--- src/hw/rtl/ltlc_pkg.sv ---
// Shared types, codes and constants of the line trace and lane change unit.
`timescale 1ns / 1ps

package ltlc_pkg;

  localparam int MOTOR_BITS = 18;
  localparam int LEVEL_BITS = 11;
  localparam int PULSE_BITS = 16;
  localparam int MODE_BITS  = 3;
  localparam int CFG_DATA_BITS  = 24;
  localparam int CFG_INDEX_BITS = 3;
  localparam int OUT_BITS    = 2 * PULSE_BITS + MODE_BITS + 1;
  localparam int OUT_TDATA_W = ((OUT_BITS + 7) / 8) * 8;

  typedef logic signed [MOTOR_BITS-1:0] motor_t;
  typedef logic signed [LEVEL_BITS-1:0] level_t;
  typedef logic [MODE_BITS-1:0] mode_t;

  localparam mode_t MODE_WAIT  = 3'd0;
  localparam mode_t MODE_SKIP  = 3'd1;
  localparam mode_t MODE_LOST  = 3'd2;
  localparam mode_t MODE_MERGE = 3'd3;
  localparam mode_t MODE_DONE  = 3'd4;

  localparam logic [CFG_INDEX_BITS-1:0] REG_PROP_GAIN   = 3'd0;
  localparam logic [CFG_INDEX_BITS-1:0] REG_DERIV_GAIN  = 3'd1;
  localparam logic [CFG_INDEX_BITS-1:0] REG_BASE_RIGHT  = 3'd2;
  localparam logic [CFG_INDEX_BITS-1:0] REG_BASE_LEFT   = 3'd3;
  localparam logic [CFG_INDEX_BITS-1:0] REG_PULSE_MAX   = 3'd4;
  localparam logic [CFG_INDEX_BITS-1:0] REG_ENTER_THR   = 3'd5;
  localparam logic [CFG_INDEX_BITS-1:0] REG_CENTER_WIN  = 3'd6;

  localparam logic [15:0] PROP_GAIN_RESET  = 16'd6554;
  localparam logic [23:0] DERIV_GAIN_RESET = 24'd655360;
  localparam logic [9:0]  BASE_RIGHT_RESET = 10'd10;
  localparam logic [9:0]  BASE_LEFT_RESET  = 10'd13;
  localparam logic [15:0] PULSE_MAX_RESET  = 16'd1000;
  localparam logic [9:0]  ENTER_THR_RESET  = 10'd40;
  localparam logic [9:0]  CENTER_WIN_RESET = 10'd20;

  localparam motor_t MOTOR_MAX = 18'sd131071;
  localparam motor_t MOTOR_MIN = -18'sd131072;

  localparam motor_t SPEED_SKIP        = 18'sd13;
  localparam motor_t SPEED_TURN_RIGHT  = 18'sd11;
  localparam motor_t SPEED_TURN_LEFT   = 18'sd50;
  localparam motor_t SPEED_MERGE_RIGHT = 18'sd11;
  localparam motor_t SPEED_MERGE_LEFT  = 18'sd13;

  localparam level_t LEFT_LEVEL_MIN   = 11'sd10;
  localparam level_t CENTER_LEVEL_MIN = 11'sd65;

  typedef struct packed {
    motor_t   motor_left;
    motor_t   motor_right;
    mode_t    mode;
    logic     trace_off;
  } ltlc_state_t;

  typedef struct packed {
    motor_t motor_left;
    motor_t motor_right;
  } ltlc_pd_t;

endpackage

--- src/hw/rtl/ltlc_pd.sv ---
// PD line trace: motor values from offset, previous offset and gains.
`timescale 1ns / 1ps

module ltlc_pd import ltlc_pkg::*; #(
  parameter int OFFSET_BITS = 11,
  parameter int FRAC_BITS   = 16
) (
  input  logic signed [OFFSET_BITS-1:0] offset,
  input  logic signed [OFFSET_BITS-1:0] prev_offset,
  input  logic [15:0]                   prop_gain,
  input  logic [23:0]                   deriv_gain,
  input  logic [9:0]                    base_right,
  input  logic [9:0]                    base_left,
  output ltlc_pd_t                      pd
);

  localparam int CP_W = OFFSET_BITS + 17;
  localparam int CD_W = OFFSET_BITS + 26;
  localparam int BW   = FRAC_BITS + 11;
  localparam int SW   = ((CD_W > BW) ? CD_W : BW) + 2;

  logic signed [OFFSET_BITS:0] diff;
  logic signed [CP_W-1:0]      cp;
  logic signed [CD_W-1:0]      cd;
  logic signed [SW-1:0]        cv;
  logic signed [SW-1:0]        base_r_s;
  logic signed [SW-1:0]        base_l_s;
  logic signed [SW-1:0]        sum_r;
  logic signed [SW-1:0]        sum_l;
  logic signed [SW-1:0]        rnd;
  logic signed [SW-1:0]        q_r;
  logic signed [SW-1:0]        q_l;

  function automatic motor_t sat(input logic signed [SW-1:0] v);
    motor_t r;
    if (v > SW'(MOTOR_MAX)) begin
      r = MOTOR_MAX;
    end else if (v < SW'(MOTOR_MIN)) begin
      r = MOTOR_MIN;
    end else begin
      r = v[MOTOR_BITS-1:0];
    end
    return r;
  endfunction

  assign diff = (OFFSET_BITS+1)'(prev_offset) - (OFFSET_BITS+1)'(offset);
  assign cp   = $signed({1'b0, prop_gain}) * offset;
  assign cd   = $signed({1'b0, deriv_gain}) * diff;
  assign cv   = SW'(cp) - SW'(cd);

  assign base_r_s = $signed(SW'({1'b0, base_right})) <<< FRAC_BITS;
  assign base_l_s = $signed(SW'({1'b0, base_left})) <<< FRAC_BITS;
  assign sum_r    = base_r_s - cv;
  assign sum_l    = base_l_s + cv;

  assign rnd = $signed({{(SW-FRAC_BITS){1'b0}}, {FRAC_BITS{1'b1}}});
  assign q_r = $signed(sum_r + (sum_r[SW-1] ? rnd : '0)) >>> FRAC_BITS;
  assign q_l = $signed(sum_l + (sum_l[SW-1] ? rnd : '0)) >>> FRAC_BITS;

  assign pd.motor_right = sat(q_r);
  assign pd.motor_left  = sat(q_l);

endmodule

--- src/hw/rtl/ltlc_step.sv ---
// Pulse emission and lane change sequence: next state and result of one tick.
`timescale 1ns / 1ps

module ltlc_step import ltlc_pkg::*; #(
  parameter int OFFSET_BITS = 11
) (
  input  logic signed [OFFSET_BITS-1:0] offset,
  input  level_t                        left_level,
  input  level_t                        center_level,
  input  logic [15:0]                   pulse_max,
  input  logic [9:0]                    enter_thr,
  input  logic [9:0]                    center_win,
  input  ltlc_state_t                   state,
  input  ltlc_pd_t                      pd,
  output ltlc_state_t                   state_next,
  output logic [PULSE_BITS-1:0]         left_pulse,
  output logic [PULSE_BITS-1:0]         right_pulse
);

  localparam int CW = ((OFFSET_BITS > 11) ? OFFSET_BITS : 11) + 1;

  logic signed [CW-1:0] off_w;
  logic signed [CW-1:0] thr_w;
  logic signed [CW-1:0] win_w;
  logic                 centred;
  motor_t               pmax;
  motor_t               clamp_l;
  motor_t               clamp_r;
  motor_t               trace_l;
  motor_t               trace_r;

  assign off_w   = CW'(offset);
  assign thr_w   = $signed(CW'({1'b0, enter_thr}));
  assign win_w   = $signed(CW'({1'b0, center_win}));
  assign centred = (off_w >= -win_w) && (off_w <= win_w);

  assign pmax    = $signed({2'b00, pulse_max});
  assign clamp_l = (state.motor_left >= pmax) ? pmax : state.motor_left;
  assign clamp_r = (state.motor_right >= pmax) ? pmax : state.motor_right;

  assign left_pulse  = clamp_l[MOTOR_BITS-1] ? '0 : clamp_l[PULSE_BITS-1:0];
  assign right_pulse = clamp_r[MOTOR_BITS-1] ? '0 : clamp_r[PULSE_BITS-1:0];

  assign trace_l = state.trace_off ? clamp_l : pd.motor_left;
  assign trace_r = state.trace_off ? clamp_r : pd.motor_right;

  always_comb begin
    state_next.motor_left  = trace_l;
    state_next.motor_right = trace_r;
    state_next.mode        = state.mode;
    state_next.trace_off   = state.trace_off;
    case (state.mode)
      MODE_WAIT: begin
        if (off_w >= thr_w) begin
          state_next.mode      = MODE_SKIP;
          state_next.trace_off = 1'b1;
        end
      end
      MODE_SKIP: begin
        state_next.motor_left  = SPEED_SKIP;
        state_next.motor_right = SPEED_SKIP;
        if (centred) begin
          state_next.mode      = MODE_LOST;
          state_next.trace_off = 1'b0;
        end
      end
      MODE_LOST: begin
        if (left_level == '0) begin
          state_next.mode        = MODE_MERGE;
          state_next.trace_off   = 1'b1;
          state_next.motor_left  = SPEED_TURN_LEFT;
          state_next.motor_right = SPEED_TURN_RIGHT;
        end
      end
      MODE_MERGE: begin
        state_next.motor_left  = SPEED_MERGE_LEFT;
        state_next.motor_right = SPEED_MERGE_RIGHT;
        if ((left_level >= LEFT_LEVEL_MIN) && (center_level >= CENTER_LEVEL_MIN) && centred) begin
          state_next.mode      = MODE_DONE;
          state_next.trace_off = 1'b0;
        end
      end
      MODE_DONE: begin
        state_next.motor_left  = SPEED_MERGE_LEFT;
        state_next.motor_right = SPEED_MERGE_RIGHT;
      end
      default: begin
      end
    endcase
  end

endmodule

--- src/hw/rtl/line_trace_pd_lane_change_unit.sv ---
// Top level: config registers, beat registers, controller state and handshake.
// Path: an input beat is held in the input register, and its result beat in the
// result register, from which it can be taken.
// Throughput: one beat per cycle while the output is not stalled; the tick update
// is one logic pass between the input and result registers, with state fed back.
// Reset (synchronous, active high) clears motor, offset and sequence state,
// empties both beat registers and loads the default register values.
`timescale 1ns / 1ps

module line_trace_pd_lane_change_unit import ltlc_pkg::*; #(
  parameter int OFFSET_BITS = 11,
  parameter int FRAC_BITS   = 16,
  localparam int IN_BITS     = OFFSET_BITS + 2 * LEVEL_BITS,
  localparam int IN_TDATA_W  = ((IN_BITS + 7) / 8) * 8
) (
  input  logic                      clk,
  input  logic                      rst,
  input  logic                      cfg_we,
  input  logic [CFG_INDEX_BITS-1:0] cfg_index,
  input  logic [CFG_DATA_BITS-1:0]  cfg_data,
  input  logic                      s_tvalid,
  output logic                      s_tready,
  // line_offset, left_line_level, center_level, zero pad
  input  logic [IN_TDATA_W-1:0]     s_tdata,
  output logic                      m_tvalid,
  input  logic                      m_tready,
  // left_pulse_us, right_pulse_us, mode, tracing, zero pad
  output logic [OUT_TDATA_W-1:0]    m_tdata
);

  logic [15:0] prop_gain;
  logic [23:0] deriv_gain;
  logic [9:0]  base_right;
  logic [9:0]  base_left;
  logic [15:0] pulse_max;
  logic [9:0]  enter_thr;
  logic [9:0]  center_win;

  logic                          in_valid;
  logic signed [OFFSET_BITS-1:0] in_offset;
  level_t                        in_left_level;
  level_t                        in_center_level;
  logic                          out_valid;
  logic [OUT_BITS-1:0]           out_data;

  ltlc_state_t                   state;
  ltlc_state_t                   state_next;
  logic signed [OFFSET_BITS-1:0] prev_offset;
  ltlc_pd_t                      pd;
  logic [PULSE_BITS-1:0]         left_pulse;
  logic [PULSE_BITS-1:0]         right_pulse;

  logic s_accept;
  logic fire;

  assign fire     = in_valid && (!out_valid || m_tready);
  assign s_tready = !in_valid || fire;
  assign s_accept = s_tvalid && s_tready;
  assign m_tvalid = out_valid;
  assign m_tdata  = {{(OUT_TDATA_W-OUT_BITS){1'b0}}, out_data};

  always_ff @(posedge clk) begin
    if (rst) begin
      prop_gain  <= PROP_GAIN_RESET;
      deriv_gain <= DERIV_GAIN_RESET;
      base_right <= BASE_RIGHT_RESET;
      base_left  <= BASE_LEFT_RESET;
      pulse_max  <= PULSE_MAX_RESET;
      enter_thr  <= ENTER_THR_RESET;
      center_win <= CENTER_WIN_RESET;
    end else if (cfg_we) begin
      case (cfg_index)
        REG_PROP_GAIN:  prop_gain  <= cfg_data[15:0];
        REG_DERIV_GAIN: deriv_gain <= cfg_data[23:0];
        REG_BASE_RIGHT: base_right <= cfg_data[9:0];
        REG_BASE_LEFT:  base_left  <= cfg_data[9:0];
        REG_PULSE_MAX:  pulse_max  <= cfg_data[15:0];
        REG_ENTER_THR:  enter_thr  <= cfg_data[9:0];
        REG_CENTER_WIN: center_win <= cfg_data[9:0];
        default: begin
        end
      endcase
    end
  end

  always_ff @(posedge clk) begin
    if (rst) begin
      in_valid <= 1'b0;
    end else if (s_accept) begin
      in_valid <= 1'b1;
    end else if (fire) begin
      in_valid <= 1'b0;
    end
  end

  always_ff @(posedge clk) begin
    if (s_accept) begin
      in_offset       <= s_tdata[OFFSET_BITS-1:0];
      in_left_level   <= s_tdata[OFFSET_BITS +: LEVEL_BITS];
      in_center_level <= s_tdata[OFFSET_BITS+LEVEL_BITS +: LEVEL_BITS];
    end
  end

  always_ff @(posedge clk) begin
    if (rst) begin
      out_valid <= 1'b0;
    end else if (fire) begin
      out_valid <= 1'b1;
    end else if (m_tready) begin
      out_valid <= 1'b0;
    end
  end

  always_ff @(posedge clk) begin
    if (fire) begin
      out_data <= {!state_next.trace_off, state_next.mode, right_pulse, left_pulse};
    end
  end

  always_ff @(posedge clk) begin
    if (rst) begin
      state       <= '{motor_left: '0, motor_right: '0, mode: MODE_WAIT, trace_off: 1'b0};
      prev_offset <= '0;
    end else if (fire) begin
      state <= state_next;
      if (!state.trace_off) begin
        prev_offset <= in_offset;
      end
    end
  end

  ltlc_pd #(
    .OFFSET_BITS(OFFSET_BITS),
    .FRAC_BITS  (FRAC_BITS)
  ) u_pd (
    .offset     (in_offset),
    .prev_offset(prev_offset),
    .prop_gain  (prop_gain),
    .deriv_gain (deriv_gain),
    .base_right (base_right),
    .base_left  (base_left),
    .pd         (pd)
  );

  ltlc_step #(
    .OFFSET_BITS(OFFSET_BITS)
  ) u_step (
    .offset      (in_offset),
    .left_level  (in_left_level),
    .center_level(in_center_level),
    .pulse_max   (pulse_max),
    .enter_thr   (enter_thr),
    .center_win  (center_win),
    .state       (state),
    .pd          (pd),
    .state_next  (state_next),
    .left_pulse  (left_pulse),
    .right_pulse (right_pulse)
  );

endmodule

--- config.mk ---
export PLATFORM = sky130hd
export DESIGN_NAME = line_trace_pd_lane_change_unit
export DESIGN_NICKNAME = d
export VERILOG_FILES = /design/src/hw/rtl/ltlc_pkg.sv /design/src/hw/rtl/ltlc_pd.sv /design/src/hw/rtl/ltlc_step.sv /design/src/hw/rtl/line_trace_pd_lane_change_unit.sv
export SDC_FILE = /design/constraint.sdc
export NUM_CORES = 2
export LEC_CHECK = 0
export BUFFER_PORTS_ARGS = -buffer_cell sky130_fd_sc_hd__buf_2
export CAP_MARGIN = 40
export CORE_UTILIZATION = 45
export DETAILED_ROUTE_END_ITERATION = 8
export HOLD_SLACK_MARGIN = 0.06
export SYNTH_ARGS = -nofsm -noshare
export SYNTH_HDL_FRONTEND = slang
export SYNTH_SLANG_ARGS = --single-unit
--- constraint.sdc ---
create_clock -name clk -period 13.1 [get_ports clk]
set_input_delay 1.965 -clock clk [delete_from_list [all_inputs] [get_ports clk]]
set_output_delay 1.965 -clock clk [all_outputs]
set_load 0.005 [all_outputs]
Word-level counts from Yosys, hierarchy flattened
Cells that the tools add are included.
{"block": "totals", "reg_bits": 218, "output_inout_bits": 42, "word_cells": 95}
{"block": "op_classes", "mux": 20, "magnitude_cmp": 11, "add_sub_neg": 7, "n_eq_ne": 10, "n_reduce_logical": 24, "n_mul": 2, "bitwise": 1}
{"op": "18-bit 2-to-1 mux", "count": 8}
{"op": "36-bit one-hot mux with 3 select lines", "count": 1}
{"op": "39-bit by 16-bit adder with 39-bit output", "count": 2}
{"op": "23-bit by 18-bit greater-than comparator with 1-bit output (second input constant)", "count": 2}
{"op": "23-bit by 18-bit less-than comparator with 1-bit output (second input constant)", "count": 2}
{"op": "40-bit 2-to-1 mux", "count": 1}
{"op": "27-bit by 39-bit adder with 39-bit output", "count": 1}
{"op": "27-bit by 39-bit subtractor with 39-bit output", "count": 1}
{"op": "28-bit by 37-bit subtractor with 38-bit output", "count": 1}
{"op": "25-bit by 12-bit multiplier with 37-bit output", "count": 1}
{"op": "18-bit by 17-bit >= comparator with 1-bit output", "count": 2}
{"op": "16-bit 2-to-1 mux", "count": 2}
{"op": "17-bit by 11-bit multiplier with 28-bit output", "count": 1}
{"op": "4-bit one-hot mux with 4 select lines", "count": 1}
{"op": "2-bit AND reduction", "count": 8}
{"op": "3-bit by 2-bit == test with 1-bit output (second input constant)", "count": 4}
{"op": "3-bit == test (second input constant)", "count": 4}
{"op": "11-bit by 12-bit >= comparator with 1-bit output", "count": 1}
{"op": "4-bit 2-to-1 mux", "count": 3}
{"op": "10-bit negator with 12-bit output", "count": 1}
{"op": "11-bit by 11-bit subtractor with 12-bit output", "count": 1}
{"op": "11-bit >= comparator", "count": 1}
{"op": "11-bit by 5-bit >= comparator with 1-bit output (second input constant)", "count": 1}
{"op": "11-bit by 8-bit >= comparator with 1-bit output (second input constant)", "count": 1}
{"op": "other kinds (11)", "count": 24}

Depth between registers and ports, before layout
{"block": "logic_depth", "word_depth": 13, "mapped_depth": 64}

Cells and area by module
Synthesis repeated with hierarchy kept, for this count alone.
{"block": "hier_totals", "hier_cells": 3697, "hier_area_um2": 31861.8}
{"mod": "ltlc_pd", "n_inst": 1, "area_each_um2": 21006.4, "cells_per_inst": 2525}
{"mod": "line_trace_pd_lane_change_unit", "n_inst": 1, "area_each_um2": 7882.6, "cells_per_inst": 718}
{"mod": "ltlc_step", "n_inst": 1, "area_each_um2": 2972.9, "cells_per_inst": 454}

Worst setup path after synthesis
Ideal clock, no wire load.
{"block": "synth_timing", "path_type": "register -> register", "startpoint": "reg in_offset[1]", "endpoint": "reg, netlist name state[24]", "required_time_ns": 13.014, "arrival_time_ns": 13.622, "synth_period_minus_slack_ns": 13.709, "setup_slack_ns": -0.609, "setup_ns": 0.086, "path_stages_with_launch": 61, "cell_sequence": "edfxtp_1 clkbuf_1 inv_1 fa_1 a21o_1 a21oi_1 o21bai_1 a21oi_1 o21ai_0 a21oi_1 o21bai_1 a21oi_1 xnor2_1 clkbuf_1 nand2_1 ha_1 or2_2 fa_1 [25 not listed] o31ai_1 nand2_1 o21ai_1 clkinv_1 ha_1 nand2_1 o21bai_1 o41ai_1 a31oi_1 a31oi_1 a211oi_1 nor4_1 xnor2_1 nand4_1 o31ai_2 buf_4 o2111ai_1 a211oi_1"}
{"block": "synth_via", "elab_chain_cells": 12}
{"item": "start: declaration", "line": "line_trace_pd_lane_change_unit.sv:40", "text": "logic signed [OFFSET_BITS-1:0] in_offset;"}
{"item": "start signal: assignment", "line": "line_trace_pd_lane_change_unit.sv:98", "text": "in_offset <= s_tdata[OFFSET_BITS-1:0];"}
{"item": "11-bit by 11-bit subtractor with 12-bit output", "line": "ltlc_pd.sv:46", "text": "assign diff = (OFFSET_BITS+1)'(prev_offset) - (OFFSET_BITS+1)'(offset);"}
{"item": "25-bit by 12-bit multiplier with 37-bit output", "line": "ltlc_pd.sv:48", "text": "assign cd = $signed({1'b0, deriv_gain}) * diff;"}
{"item": "28-bit by 37-bit subtractor with 38-bit output (*)", "line": "ltlc_pd.sv:49", "text": "assign cv = SW'(cp) - SW'(cd);"}
{"item": "27-bit by 39-bit adder with 39-bit output (*)", "line": "ltlc_pd.sv:54", "text": "assign sum_l = base_l_s + cv;"}
{"item": "16-bit 2-to-1 mux", "line": "ltlc_pd.sv:58", "text": "assign q_l = $signed(sum_l + (sum_l[SW-1] ? rnd : '0)) >>> FRAC_BITS;"}
{"item": "39-bit by 16-bit adder with 39-bit output (*)", "line": "ltlc_pd.sv:58"}
{"item": "23-bit by 18-bit less-than comparator with 1-bit output", "line": "ltlc_pd.sv:38", "text": "end else if (v < SW'(MOTOR_MIN)) begin"}
{"item": "18-bit 2-to-1 mux", "line": "ltlc_pd.sv:38"}
{"item": "18-bit 2-to-1 mux (*)", "line": "ltlc_pd.sv:36", "text": "if (v > SW'(MOTOR_MAX)) begin"}
{"item": "18-bit 2-to-1 mux (*)", "line": "ltlc_step.sv:44", "text": "assign trace_l = state.trace_off ? clamp_l : pd.motor_left;"}
{"item": "40-bit 2-to-1 mux", "line": "ltlc_step.sv:68", "text": "if (left_level == '0) begin"}
{"item": "36-bit one-hot mux with 3 select lines (*)", "line": "ltlc_step.sv:52", "text": "case (state.mode)"}
Every way passes the cells marked *; elsewhere a longest branch is shown, timed or not.
A chain may end at the register's enable or synchronous reset.

Worst setup path after layout
{"block": "layout_timing", "startpoint": "reg in_offset[1]", "endpoint": "reg, netlist name state[12]"}
{"block": "layout_via", "elab_chain_cells": 12}
{"item": "11-bit by 11-bit subtractor with 12-bit output", "line": "ltlc_pd.sv:46"}
{"item": "25-bit by 12-bit multiplier with 37-bit output", "line": "ltlc_pd.sv:48"}
{"item": "28-bit by 37-bit subtractor with 38-bit output (*)", "line": "ltlc_pd.sv:49"}
{"item": "27-bit by 39-bit subtractor with 39-bit output (*)", "line": "ltlc_pd.sv:53", "text": "assign sum_r = base_r_s - cv;"}
{"item": "16-bit 2-to-1 mux", "line": "ltlc_pd.sv:57", "text": "assign q_r = $signed(sum_r + (sum_r[SW-1] ? rnd : '0)) >>> FRAC_BITS;"}
{"item": "39-bit by 16-bit adder with 39-bit output (*)", "line": "ltlc_pd.sv:57"}
{"item": "23-bit by 18-bit less-than comparator with 1-bit output", "line": "ltlc_pd.sv:38"}
{"item": "18-bit 2-to-1 mux", "line": "ltlc_pd.sv:38"}
{"item": "18-bit 2-to-1 mux (*)", "line": "ltlc_pd.sv:36"}
{"item": "18-bit 2-to-1 mux (*)", "line": "ltlc_step.sv:45", "text": "assign trace_r = state.trace_off ? clamp_r : pd.motor_right;"}
{"item": "40-bit 2-to-1 mux", "line": "ltlc_step.sv:68"}
{"item": "36-bit one-hot mux with 3 select lines (*)", "line": "ltlc_step.sv:52"}
Marked as above.

==> impl_results.md <==
* Cell count after placement at 4909
* Starting DRT DRC Count at 1696
* Req. time, crit path at 13.54 ns
* Largest family of logic cells by synthesized area: adder cells
* Most used flip-flop cell after synthesis: dfxtp_1
* Via count of the routed design at 27200
* Fin crit share at 98.6%
* TritonCTS Buffers at 26
* Row count at 96
* Worst Max-Slew Pin Slew at 0.887 ns
* Final-stage net count at 4809
* Crit-path most repeated cell: fa_1
* Sequential-to-total area share from yosys stat at 16.0%
* Compound-gate portion of the synthesized area at 12.6%
* Warnings, synthesis at 0
* I/O Pins at 114
* CTS tree: done
* IO Port Bufs at 102
* Clock Pin Slew Worst Setup and Hold Paths at 0.06 ns
* # diodes at 0
* First-pass GRT wire length at 151 mm
* Outcome: completed
* Placed cell area at 35100 µm²
* Final cell count without fillers at 4998
* Overflow after GRT at 0
* Slew Viols, Final at 0
* Number of global-route vias before repair at 27200
* Top-count cell post-synth: nand2_1
* Max-cap violation count at 0
* Synth area leader: fa_1
* Die area at 71100 µm²
* F_max at 77.4 MHz
* Gpl congestion at 0.966
* Cells after Synth at 3730
* Die Y at 267 µm
* Worst-skew pair later-pin latency at 0.57 ns
* Setup CP Type: flop to flop
* Final Instance Area at 37600 µm²
* Synth unique cells at 94
* Total wire length at 94.8 mm
* Final ANT Viol Nets at 0
* DP HPWL at 76.6 mm
* Critical-path top delay cell: fa_1
* Simple-gate share of the synthesized area at 20.4%
* Post-layout util at 54.5%
* Final setup violating endpoints at 0
* Async set or reset register ratio after synthesis at 0%
* Largest net degree at the start of global routing at 54
* Place WS at -0.542 ns
* Die width at 267 µm
* Fillcell total at 6375
* Fin crit period at 12.92 ns
* Slew headroom at 40.8%
* Clk_skew at 0.0203 ns
* DRC at 0
* Post-synth top cells: nand2_1, inv_1, fa_1, ha_1, a21oi_1
* Post-Synth XOR/XNOR Area at 3.71%
* Crit Path Max Fanout at 7
* HP Class: flop to flop
* P&R area growth vs syn at 19.3%
* Fin. Hold Viols at 0
* Total GRT Usage at 27.0%
* WL/cell at 19.0 µm
* H-tree levels at 1
* Max clock buf depth at 3
* CP arrival at 13.36 ns
* Core area at 68900 µm²
* Post-Syn Area per Cell at 8.45 µm²
* Post-synth top area share at 26.2%
* Adder-cell area share of the yosys netlist at 37.4%
* Startpoint types: flop
* # clock sinks at 218
* Via density at 5.45
* Critical Path End Type: flop
* Root Driver: clkbuf_16
* Mux share of post-synthesis cell area at 1.38%
* Initial antenna violation count at 1
* Final setup slack of the worst path at 0.178 ns
* RSZ-0062 raised after global routing: yes
* Share of post-route cells with drive strength above 1 at 18.1%
* Post-Syn Area at 31500 µm²
* DR pass1 iterations at 5
* Largest cells by area after synthesis: fa_1, ha_1, dfxtp_1
* Max incr delay on CP at 0.57 ns
* Synthesis-stage register bit count at 218
* Post-synth EDFFs at 69
* Starting Density at 45.7%
-- state kept, by name (all words and copies together) (netlist names), 10 cells and up --
signal	count
center_win	10
pulse_max	16
in_left_level	11
in_center_level	11
out_data	36
deriv_gain	24
prop_gain	16
base_left	10
prev_offset	11
base_right	10
state	40
in_offset	11
enter_thr	10
-- per-layer routing --
metal | vias up | track usage (%) | routed length [µm]
met5 | - | 0 | 13
met1 | 13600 | 37.9 | 42800
li1 | 12900 | - | -
met3 | 135 | 2.20 | 4460
met2 | 675 | 44.7 | 44900
met4 | 2 | 6.80 | 2610
-- area by class of cell --
cell class	instances	area (µm²)	share of cell area, %
Tap cell	931	1160	3.10
Sequential cell	218	5060	13.4
Clock inverter	14	208	0.552
Multi-Input combinational cell	2825	25100	66.8
Inverter	508	1920	5.10
Clock buffer	34	712	1.89
Timing Repair Buffer	468	3450	9.17
-- cells in the final DEF (no fill, tap or decap), drive strengths merged, types with 34 or more instances in the layout --
| cell | instances |
|---|---|
| a211oi | 37 |
| a21o | 44 |
| a21oi | 215 |
| and2 | 194 |
| buf | 468 |
| clkbuf | 34 |
| dfxtp | 149 |
| edfxtp | 69 |
| fa | 413 |
| ha | 277 |
| inv | 511 |
| mux2i | 39 |
| nand2 | 593 |
| nand2b | 56 |
| nand3 | 59 |
| nand4 | 34 |
| nor2 | 208 |
| nor3 | 51 |
| o21ai | 98 |
| xnor2 | 90 |
| xor2 | 41 |
-- repair_timing --
| item | CTS | global route |
|---|---|---|
| setup buffers | 14 | 25 |
| resized for setup | 43 | 203 |
| gates cloned | 1 | 1 |
| pin swaps | 41 | 92 |
| hold buffers | 0 | 0 |
| setup endpoints to repair | 35 | 36 |
-- final timing paths --
| path | start | end | slack, ns | cells past startpoint |
|---|---|---|---|---|
| worst max-delay path | in_offset[1] | state[12] | 0.18 | 57 |
| worst min-delay path | enter_thr[1] | enter_thr[1] | 0.45 | 2 |
| worst max register to register | in_offset[1] | state[12] | 0.18 | 57 |
| worst min register to register | enter_thr[1] | enter_thr[1] | 0.45 | 2 |
-- logic make-up (layout without fill, tap and decap cells) --
group | Yosys count | in the layout
AND/OR/NAND/NOR | 1347 | 1347
adder cells (fa/ha/maj) | 696 | 696
buffers and inverters | 690 | 1024
AO/OA/AOI/OAI | 603 | 603
flip-flops | 218 | 218
XOR/XNOR | 132 | 132
multiplexers | 43 | 43
other | 1 | 4
-- worst max-delay path: cells and delay by family (launching register included) --
family                   cells  cell delay, ns
AO/OA/AOI/OAI               19            4.09
flip-flops                   1            0.41
buffers and inverters       13            1.61
adder cells (fa/ha/maj)     11            4.55
XOR/XNOR                     2            0.35
AND/OR/NAND/NOR             12            1.74
-- metrics by stage --
step / TNS (ns) / hold slack, ns
floorplan: 0 / 0.436
global placement: -11.42 / 0.444
detailed placement: -15.13 / 0.449
CTS: -0.00457 / 0.457
global route: -3.56 / 0.474
finish: 0 / 0.455
Power is not shown: default switching activity piles up to over one toggle a cycle in this logic, so the estimate is an artifact.
